`src/olad_pkg.sv`:
```
// ----------------------------------------------------------------------------
// olad_pkg: shared types for the ordered list block
// Request codes, result status codes and the controller/datapath link structs.
// ----------------------------------------------------------------------------
package olad_pkg;

  localparam int unsigned ValueWidth  = 32;
  localparam int unsigned ReqWidth    = 2;
  localparam int unsigned StatusWidth = 3;

  // request codes
  typedef enum logic [ReqWidth-1:0] {
    REQ_APPEND = 2'd0,
    REQ_DELETE = 2'd1,
    REQ_READ   = 2'd2,
    REQ_NONE   = 2'd3
  } req_e;

  // result status codes
  typedef enum logic [StatusWidth-1:0] {
    ST_INSERTED  = 3'd0,
    ST_FULL      = 3'd1,
    ST_DELETED   = 3'd2,
    ST_NOT_FOUND = 3'd3,
    ST_EMPTY     = 3'd4,
    ST_READ      = 3'd5
  } status_e;

  // controller -> datapath
  typedef struct packed {
    logic    capture;      // latch incoming request
    logic    append;       // write value at tail, bump count
    logic    start_read;   // index to head, read head entry
    logic    advance;      // index up by one, read that entry
    logic    shift_wr;     // move current entry one place toward head
    logic    drop;         // count down by one
    logic    set_status;   // load pending status code
    status_e status_code;
    logic    emit_result;  // single result from pending status
    logic    emit_elem;    // read-out result from current entry
  } olad_cmd_t;

  // datapath -> controller
  typedef struct packed {
    req_e req;
    logic full;
    logic empty;
    logic match;
    logic at_tail;
    logic out_free;
  } olad_sts_t;

endpackage

```
`src/olad_if.sv`:
```
// ----------------------------------------------------------------------------
// olad_if: request and result channels
// Valid/ready channels; a transfer happens when valid and ready are both high.
// ----------------------------------------------------------------------------
interface olad_req_if;
  logic                                    valid;
  logic                                    ready;
  logic [olad_pkg::ReqWidth-1:0]           req_type;
  logic signed [olad_pkg::ValueWidth-1:0]  value;

  modport source (output valid, output req_type, output value, input ready);
  modport sink   (input valid, input req_type, input value, output ready);
endinterface

interface olad_rsp_if;
  logic                                    valid;
  logic                                    ready;
  logic [olad_pkg::StatusWidth-1:0]        status;
  logic signed [olad_pkg::ValueWidth-1:0]  element;
  logic                                    last;

  modport source (output valid, output status, output element, output last, input ready);
  modport sink   (input valid, input status, input element, input last, output ready);
endinterface

```
`src/ordered_list_append_delete.sv`:
```
// Append: request latched, dispatch writes it at the tail unless full, then
// the result state registers the result. Delete: scan then shift, one entry
// a cycle (straight to the result state if empty). The next request is taken
// once the result is registered. Read-out: one entry per cycle from the
// single store read port; a stalled result stalls the stream and the input.
// Reset clears the entry count and control state; the store is not cleared.
// ----------------------------------------------------------------------------
// ordered_list_append_delete: bounded ordered list of signed 32-bit values
// Append at tail, delete first match keeping order, read out head to tail.
// ----------------------------------------------------------------------------
module ordered_list_append_delete #(
  parameter int unsigned CAPACITY = 32
) (
  input  logic              clk_i,
  input  logic              rst_ni,
  olad_req_if.sink          req_i,
  olad_rsp_if.source        rsp_o
);

  olad_pkg::olad_cmd_t cmd;
  olad_pkg::olad_sts_t sts;
  logic [$clog2(CAPACITY+1)-1:0] count;

  olad_ctrl u_ctrl (
    .clk_i      (clk_i),
    .rst_ni     (rst_ni),
    .in_valid_i (req_i.valid),
    .in_ready_o (req_i.ready),
    .sts_i      (sts),
    .cmd_o      (cmd)
  );

  olad_dp #(
    .CAPACITY (CAPACITY)
  ) u_dp (
    .clk_i         (clk_i),
    .rst_ni        (rst_ni),
    .cmd_i         (cmd),
    .sts_o         (sts),
    .req_type_i    (req_i.req_type),
    .value_i       (req_i.value),
    .out_ready_i   (rsp_o.ready),
    .out_valid_o   (rsp_o.valid),
    .out_status_o  (rsp_o.status),
    .out_element_o (rsp_o.element),
    .out_last_o    (rsp_o.last),
    .count_o       (count)
  );

  // entry count never passes capacity
  assert property (@(posedge clk_i) disable iff (!rst_ni)
    count <= ($bits(count))'(CAPACITY))
    else $error("entry count above capacity");

  // only read-out results may be non-final
  assert property (@(posedge clk_i) disable iff (!rst_ni)
    rsp_o.valid && (rsp_o.status != olad_pkg::ST_READ) |-> rsp_o.last)
    else $error("non-final result outside read-out");

  // element is zero outside read-out
  assert property (@(posedge clk_i) disable iff (!rst_ni)
    rsp_o.valid && (rsp_o.status != olad_pkg::ST_READ) |-> rsp_o.element == '0)
    else $error("nonzero element on a status result");

  // no new request while a read-out is still streaming
  assert property (@(posedge clk_i) disable iff (!rst_ni)
    req_i.ready |-> !(rsp_o.valid && !rsp_o.last))
    else $error("request taken mid read-out");

endmodule

```
`src/olad_ram.sv`:
```
// ----------------------------------------------------------------------------
// olad_ram: generic single-write, single-read RAM
// One write port, one read port with registered read data.
// ----------------------------------------------------------------------------
module olad_ram #(
  parameter int unsigned WIDTH = 32,
  parameter int unsigned DEPTH = 32
) (
  input  logic                     clk_i,
  input  logic                     we_i,
  input  logic [$clog2(DEPTH)-1:0] waddr_i,
  input  logic [WIDTH-1:0]         wdata_i,
  input  logic                     re_i,
  input  logic [$clog2(DEPTH)-1:0] raddr_i,
  output logic [WIDTH-1:0]         rdata_o
);

  logic [WIDTH-1:0] mem_q [DEPTH];
  logic [WIDTH-1:0] rdata_q;

  // write port
  always_ff @(posedge clk_i) begin
    if (we_i) begin
      mem_q[waddr_i] <= wdata_i;
    end
  end

  // registered read, holds when not enabled
  always_ff @(posedge clk_i) begin
    if (re_i) begin
      rdata_q <= mem_q[raddr_i];
    end
  end

  assign rdata_o = rdata_q;

endmodule

```
`src/olad_dp.sv`:
```
// ----------------------------------------------------------------------------
// olad_dp: ordered list datapath
// Entry store, entry count, scan index, request latch and result register.
// ----------------------------------------------------------------------------
module olad_dp #(
  parameter int unsigned CAPACITY = 32
) (
  input  logic                                   clk_i,
  input  logic                                   rst_ni,
  input  olad_pkg::olad_cmd_t                    cmd_i,
  output olad_pkg::olad_sts_t                    sts_o,
  input  logic [olad_pkg::ReqWidth-1:0]          req_type_i,
  input  logic signed [olad_pkg::ValueWidth-1:0] value_i,
  input  logic                                   out_ready_i,
  output logic                                   out_valid_o,
  output logic [olad_pkg::StatusWidth-1:0]       out_status_o,
  output logic signed [olad_pkg::ValueWidth-1:0] out_element_o,
  output logic                                   out_last_o,
  output logic [$clog2(CAPACITY+1)-1:0]          count_o
);

  localparam int unsigned AW = $clog2(CAPACITY);
  localparam int unsigned CW = $clog2(CAPACITY + 1);
  localparam int unsigned VW = olad_pkg::ValueWidth;

  olad_pkg::req_e    req_q;
  logic [VW-1:0]     value_q;
  logic [CW-1:0]     count_q, count_d;
  logic [AW-1:0]     idx_q, idx_d;
  olad_pkg::status_e status_q;

  logic                   out_valid_q;
  olad_pkg::status_e      out_status_q;
  logic [VW-1:0]          out_elem_q;
  logic                   out_last_q;

  logic          ram_we, ram_re;
  logic [AW-1:0] ram_waddr, ram_raddr;
  logic [VW-1:0] ram_wdata, ram_rdata;
  logic          out_free;

  // request latch, pending status
  always_ff @(posedge clk_i) begin
    if (cmd_i.capture) begin
      req_q   <= olad_pkg::req_e'(req_type_i);
      value_q <= value_i;
    end
    if (cmd_i.set_status) begin
      status_q <= cmd_i.status_code;
    end
  end

  // count and index
  always_comb begin
    count_d = count_q;
    if (cmd_i.append) begin
      count_d = count_q + CW'(1);
    end else if (cmd_i.drop) begin
      count_d = count_q - CW'(1);
    end
    idx_d = idx_q;
    if (cmd_i.start_read) begin
      idx_d = '0;
    end else if (cmd_i.advance) begin
      idx_d = idx_q + AW'(1);
    end
  end

  always_ff @(posedge clk_i or negedge rst_ni) begin
    if (!rst_ni) begin
      count_q <= '0;
      idx_q   <= '0;
    end else begin
      count_q <= count_d;
      idx_q   <= idx_d;
    end
  end

  // entry store ports: tail append or move one place toward head
  assign ram_we    = cmd_i.append | cmd_i.shift_wr;
  assign ram_waddr = cmd_i.append ? count_q[AW-1:0] : idx_q - AW'(1);
  assign ram_wdata = cmd_i.append ? value_q : ram_rdata;
  assign ram_re    = cmd_i.start_read | cmd_i.advance;
  assign ram_raddr = idx_d;

  olad_ram #(
    .WIDTH (VW),
    .DEPTH (CAPACITY)
  ) u_store (
    .clk_i   (clk_i),
    .we_i    (ram_we),
    .waddr_i (ram_waddr),
    .wdata_i (ram_wdata),
    .re_i    (ram_re),
    .raddr_i (ram_raddr),
    .rdata_o (ram_rdata)
  );

  // result register
  assign out_free = !out_valid_q || out_ready_i;

  always_ff @(posedge clk_i or negedge rst_ni) begin
    if (!rst_ni) begin
      out_valid_q <= 1'b0;
    end else if (cmd_i.emit_result || cmd_i.emit_elem) begin
      out_valid_q <= 1'b1;
    end else if (out_ready_i) begin
      out_valid_q <= 1'b0;
    end
  end

  always_ff @(posedge clk_i) begin
    if (cmd_i.emit_elem) begin
      out_status_q <= olad_pkg::ST_READ;
      out_elem_q   <= ram_rdata;
      out_last_q   <= sts_o.at_tail;
    end else if (cmd_i.emit_result) begin
      out_status_q <= status_q;
      out_elem_q   <= '0;
      out_last_q   <= 1'b1;
    end
  end

  // status back to controller
  always_comb begin
    sts_o.req      = req_q;
    sts_o.full     = (count_q == CW'(CAPACITY));
    sts_o.empty    = (count_q == '0);
    sts_o.match    = (ram_rdata == value_q);
    sts_o.at_tail  = ((CW'(idx_q) + CW'(1)) == count_q);
    sts_o.out_free = out_free;
  end

  assign out_valid_o   = out_valid_q;
  assign out_status_o  = out_status_q;
  assign out_element_o = out_elem_q;
  assign out_last_o    = out_last_q;
  assign count_o       = count_q;

endmodule

```
`src/olad_ctrl.sv`:
```
// ----------------------------------------------------------------------------
// olad_ctrl: ordered list controller
// One-hot state machine sequencing append, scan/shift delete and read-out.
// ----------------------------------------------------------------------------
module olad_ctrl (
  input  logic                clk_i,
  input  logic                rst_ni,
  input  logic                in_valid_i,
  output logic                in_ready_o,
  input  olad_pkg::olad_sts_t sts_i,
  output olad_pkg::olad_cmd_t cmd_o
);

  typedef enum logic [5:0] {
    S_IDLE     = 6'b000001,
    S_DISPATCH = 6'b000010,
    S_SCAN     = 6'b000100,
    S_SHIFT    = 6'b001000,
    S_READ_OUT = 6'b010000,
    S_RESULT   = 6'b100000
  } state_e;

  state_e state_q, state_d;

  always_comb begin
    state_d           = state_q;
    cmd_o             = '0;
    cmd_o.status_code = olad_pkg::ST_INSERTED;
    in_ready_o        = 1'b0;

    case (state_q)
      S_IDLE: begin
        in_ready_o = 1'b1;
        if (in_valid_i) begin
          cmd_o.capture = 1'b1;
          state_d       = S_DISPATCH;
        end
      end

      S_DISPATCH: begin
        case (sts_i.req)
          olad_pkg::REQ_APPEND: begin
            cmd_o.set_status = 1'b1;
            if (sts_i.full) begin
              cmd_o.status_code = olad_pkg::ST_FULL;
            end else begin
              cmd_o.append      = 1'b1;
              cmd_o.status_code = olad_pkg::ST_INSERTED;
            end
            state_d = S_RESULT;
          end
          olad_pkg::REQ_DELETE, olad_pkg::REQ_READ: begin
            if (sts_i.empty) begin
              cmd_o.set_status  = 1'b1;
              cmd_o.status_code = olad_pkg::ST_EMPTY;
              state_d           = S_RESULT;
            end else begin
              cmd_o.start_read = 1'b1;
              state_d = (sts_i.req == olad_pkg::REQ_DELETE) ? S_SCAN : S_READ_OUT;
            end
          end
          default: begin
            // unused code: no result
            state_d = S_IDLE;
          end
        endcase
      end

      // look for first match, one entry a cycle
      S_SCAN: begin
        if (sts_i.match) begin
          if (sts_i.at_tail) begin
            cmd_o.drop        = 1'b1;
            cmd_o.set_status  = 1'b1;
            cmd_o.status_code = olad_pkg::ST_DELETED;
            state_d           = S_RESULT;
          end else begin
            cmd_o.advance = 1'b1;
            state_d       = S_SHIFT;
          end
        end else if (sts_i.at_tail) begin
          cmd_o.set_status  = 1'b1;
          cmd_o.status_code = olad_pkg::ST_NOT_FOUND;
          state_d           = S_RESULT;
        end else begin
          cmd_o.advance = 1'b1;
        end
      end

      // close the gap, one entry a cycle
      S_SHIFT: begin
        cmd_o.shift_wr = 1'b1;
        if (sts_i.at_tail) begin
          cmd_o.drop        = 1'b1;
          cmd_o.set_status  = 1'b1;
          cmd_o.status_code = olad_pkg::ST_DELETED;
          state_d           = S_RESULT;
        end else begin
          cmd_o.advance = 1'b1;
        end
      end

      // stream entries head to tail
      S_READ_OUT: begin
        if (sts_i.out_free) begin
          cmd_o.emit_elem = 1'b1;
          if (sts_i.at_tail) begin
            state_d = S_IDLE;
          end else begin
            cmd_o.advance = 1'b1;
          end
        end
      end

      S_RESULT: begin
        if (sts_i.out_free) begin
          cmd_o.emit_result = 1'b1;
          state_d           = S_IDLE;
        end
      end

      default: begin
        state_d = S_IDLE;
      end
    endcase
  end

  always_ff @(posedge clk_i or negedge rst_ni) begin
    if (!rst_ni) begin
      state_q <= S_IDLE;
    end else begin
      state_q <= state_d;
    end
  end

endmodule
```
`src/flat_wrapper.sv`:
```
// flat-port wrapper written by rule: the top's interface ports become plain ports
module ordered_list_append_delete_flat 
#(
  parameter int unsigned CAPACITY = 32
)
  (clk_i, rst_ni, req_i_valid, req_i_req_type, req_i_value, req_i_ready, rsp_o_valid, rsp_o_status, rsp_o_element, rsp_o_last, rsp_o_ready);
  olad_req_if req_i_i ();
  olad_rsp_if rsp_o_i ();
  input  logic clk_i;
  input  logic rst_ni;
  input wire logic [$bits(req_i_i.valid)-1:0] req_i_valid;
  input wire logic [$bits(req_i_i.req_type)-1:0] req_i_req_type;
  input wire logic [$bits(req_i_i.value)-1:0] req_i_value;
  output wire logic [$bits(req_i_i.ready)-1:0] req_i_ready;
  output wire logic [$bits(rsp_o_i.valid)-1:0] rsp_o_valid;
  output wire logic [$bits(rsp_o_i.status)-1:0] rsp_o_status;
  output wire logic [$bits(rsp_o_i.element)-1:0] rsp_o_element;
  output wire logic [$bits(rsp_o_i.last)-1:0] rsp_o_last;
  input wire logic [$bits(rsp_o_i.ready)-1:0] rsp_o_ready;
  assign req_i_i.valid = req_i_valid;
  assign req_i_i.req_type = req_i_req_type;
  assign req_i_i.value = req_i_value;
  assign req_i_ready = req_i_i.ready;
  assign rsp_o_valid = rsp_o_i.valid;
  assign rsp_o_status = rsp_o_i.status;
  assign rsp_o_element = rsp_o_i.element;
  assign rsp_o_last = rsp_o_i.last;
  assign rsp_o_i.ready = rsp_o_ready;
  ordered_list_append_delete #(.CAPACITY(CAPACITY)) u_core (.clk_i(clk_i), .rst_ni(rst_ni), .req_i(req_i_i), .rsp_o(rsp_o_i));
endmodule
```
`config.mk`:
```
export PLATFORM = sky130hd
export DESIGN_NAME = ordered_list_append_delete_flat
export DESIGN_NICKNAME = d
export VERILOG_FILES = /design/src/olad_pkg.sv /design/src/olad_if.sv /design/src/ordered_list_append_delete.sv /design/src/olad_ram.sv /design/src/olad_dp.sv /design/src/olad_ctrl.sv /design/src/flat_wrapper.sv
export SDC_FILE = /design/constraint.sdc
export NUM_CORES = 2
export LEC_CHECK = 0
export ABC_AREA = 1
export BUFFER_PORTS_ARGS = -buffer_cell sky130_fd_sc_hd__buf_2
export CAP_MARGIN = 10
export CELL_PAD_IN_SITES_DETAIL_PLACEMENT = 0
export CELL_PAD_IN_SITES_GLOBAL_PLACEMENT = 2
export CORE_UTILIZATION = 42
export CTS_CLUSTER_SIZE = 25
export DETAILED_ROUTE_END_ITERATION = 8
export PLACE_DENSITY = 0.85
export SYNTH_ARGS = -nofsm -noshare
export SYNTH_HDL_FRONTEND = slang
export SYNTH_SLANG_ARGS = --single-unit
```
`constraint.sdc`:
```
create_clock -name clk_i -period 4.65 [get_ports clk_i]
set_input_delay 0.93 -clock clk_i [delete_from_list [all_inputs] [get_ports clk_i]]
set_output_delay 0.93 -clock clk_i [all_outputs]
set_load 0.02 [all_outputs]
```
==> run summary <==
outcome: finished clean
flop-to-flop setup slack: 0.73 ns
synthesized instance count: 5055
largest net degree at the start of global routing: 178
EDFF count, synth: 1126
CTS HTree Levels: 3
crit start category: register
core area: 123000 um2
crit-path max FO: 130
Setup Skew: 0.0248 ns
leakage: 25.0 nW
IR drop worst, VDD: 627 uV
cell area after synthesis: 52200 um2
crit end category: register
max_cap viols: 0
ANT nets after route: 0
Site Rows: 128
WL/cell: 23.7 um
WP buf/inv: 3
Fillers: 11.1k
CTS Sinks: 1147
full die area: 126000 um2
mean cell area of the mapped netlist: 10.3 um2
Setup Buffers After CTS: 0
n_diodes: 0
CTS tree: yes
final cell count without fillers: 6797
Via density: 5.45
number of global-route vias before repair: 35.0k
Distinct cells, synth: 40
reg2reg end: u_core.u_dp.u_store.rdata_o[31]
initial detailed-routing violation count: 4150
synthesized flop and latch total: 1147
first-pass GRT wire length: 238000 um
Die Ht: 355 um
fin. max-slew vios: 0
Die X: 355 um
final period utilization: 84.2%
DRC: 0
CTS-repair resized insts: 0
Worst Reg-to-Reg Cells: 20
Final Instance Area: 59400 um2
nets@finish: 5118
PD cells: 533 nW/um2
RSZ-0062 raised after global routing: false
clk buf depth: 3
GPL Wtd Cong: 0.836
worst min-delay path class: primary input to async pin
Congestion Overflow GR: 0
fraction of registers with async set/reset: 1.57%
clk root buf: clkbuf_16
initial antenna violation count: 0
Max stage delay on crit path: 0.50 ns
DP Cell Count: 6571
Crit path top cell by count: nand2_1
post-DP HPWL: 85000 um
Top Family by Delay on Critical Path: simple AND/OR/NAND/NOR gates
Fmax achieved: 255 MHz
clock latency on the worst-skew pair: 0.73 ns
layout cells sized above 1: 9.53%
cell chain of the critical path: inv_2 > ha_1 > inv_1 > nand2_1 > nand2_1 > nor2_1 > nand3_1 > nor2_1 > nand3_2 > nand2_4 > nand2_8 > nand3_4 > buf_12 > nand2_1 > nand3_1 > nand3_1 > nand3_1 > nand2_1 > nand2_1 > nand2_1
synthesis-to-finish area growth: 13.8%
R2R Path Start: u_core.u_dp.idx_q[0]
1st-pass router iterations: 5
Fin Setup TNS: 0 ns
post-route minimum period: 3.92 ns
Syn Nets: 5103
Routed WL: 161000 um
count leader, synth: edfxtp_1
sequential share of the synthesized area: 65.8%
gr usage total: 25.5%
top post-synthesis cells by area: edfxtp_1, nand3_1, inv_1
top cells by count, synth: edfxtp_1, inv_1, nand3_1
Required @ worst endpoint: 5.12 ns
critical path type: register to register
normalized max-slew margin: 21.8%
I/O Buffers: 75
Reg clk slew, reported paths: 0.06 ns
Num CTS Buffers: 120
CTS Hold Bufs: 0
cell taking the most area after synthesis: edfxtp_1
DR vias: 37.1k
synth warn: 0
Hold Vio Cnt, Final: 0
Slew @ Worst Pin: 1.17 ns
Yosys top cell area share: 64.8%
Synth Flop Type: edfxtp_1
# setup viols final: 0
CP max stage cell: dfrtp_1
Initial Utilization: 42.6%
IO Pins: 76
placed cell area: 55400 um2
Arr. time, crit path: 4.38 ns
[metal layers]
layer	share of wire, %	wire length (um)	GRT usage (%)	up-vias
met5	0	0	0	-
met4	3.5	5620	8.76	0
met3	7.3	11700	3.55	273
met2	47	75100	40.8	1465
met1	43	68800	35.7	18254
li1	-	-	-	17071
[kinds of logic after synthesis]
logic type / synth area share [%]
AOI/OAI and AO/OA: 0.683
xor gates and xnor gates: 0.336
adders and majority gates: 0.254
buffers and inverters: 11.3
DFF: 65.8
and+or+nand+nor: 21.7
[report_power, final]
group | internal (W) | total [W] | switching (W)
combinational | 0.00282 | 0.00989 | 0.00707
sequential | 0.0118 | 0.0120 | 0.000145
clock | 0.00570 | 0.00981 | 0.00411
[stage by stage]
stage	worst slack [ns]	util (%)	hold slack, ns	total power [W]
5_1_grt	0.433	48.5	0.175	0.0332
4_1_cts	0.790	48.4	0.134	0.0318
6_report	0.734	48.5	0.159	0.0317
3_3_place_gp	0.833	45.2	0.442	0.0220
3_5_place_dp	0.806	45.2	0.446	0.0220
2_1_floorplan	1.03	-	0.435	0.0188
[flip-flops by register name, summed over array words and instances (netlist names), 2 cells and up]
name	cells
u_core.u_dp.out_status_o	3
u_core.u_dp.out_element_o	32
u_core.u_ctrl.state_q	6
u_core.u_dp.u_store.mem_q	1024
u_core.u_dp.count_o	6
u_core.u_dp.value_q	32
u_core.u_dp.req_q	2
u_core.u_dp.idx_q	5
u_core.u_dp.status_q	3
u_core.u_dp.u_store.rdata_o	32
[cell type report]
| cell class | instances | area, um2 | area share, % |
|---|---|---|---|
| Tap cell | 1625 | 2030 | 3.42 |
| Inverter | 1124 | 4230 | 7.13 |
| Sequential cell | 1147 | 34300 | 57.8 |
| Timing Repair Buffer | 227 | 2340 | 3.95 |
| Clock inverter | 80 | 875 | 1.47 |
| Multi-Input combinational cell | 2450 | 12500 | 21.0 |
| Clock buffer | 144 | 3110 | 5.24 |
[worst max path at each step]
stage	from	endpoint	depth (start not counted)	slack, ns
detailed placement	u_core.u_ctrl.state_q[5]	u_core.u_dp.u_store.mem_q[26][7]	11	0.81
CTS	u_core.u_ctrl.state_q[5]	u_core.u_dp.u_store.mem_q[26][22]	11	0.79
floorplan	u_core.u_ctrl.state_q[5]	u_core.u_dp.u_store.mem_q[4][0]	10	1.03
global route	u_core.u_dp.idx_q[0]	u_core.u_dp.u_store.rdata_o[31]	20	0.43
finish	u_core.u_dp.idx_q[0]	u_core.u_dp.u_store.rdata_o[31]	20	0.73
global placement	u_core.u_dp.idx_q[0]	u_core.u_dp.u_store.rdata_o[3]	20	0.83
[placed cells by master (no fill, tap or decap), types with 24 or more instances in the layout]
cell / n
nand2_1: 817
clkinv_2: 25
buf_12: 65
edfxtp_1: 1126
clkbuf_16: 121
buf_4: 85
clkinv_1: 26
o21ai_2: 24
inv_1: 1116
nor2_4: 33
buf_2: 75
nor2_1: 62
nand3_1: 925
nand4_1: 493
Note: power is estimated with default switching activity, not from simulation.
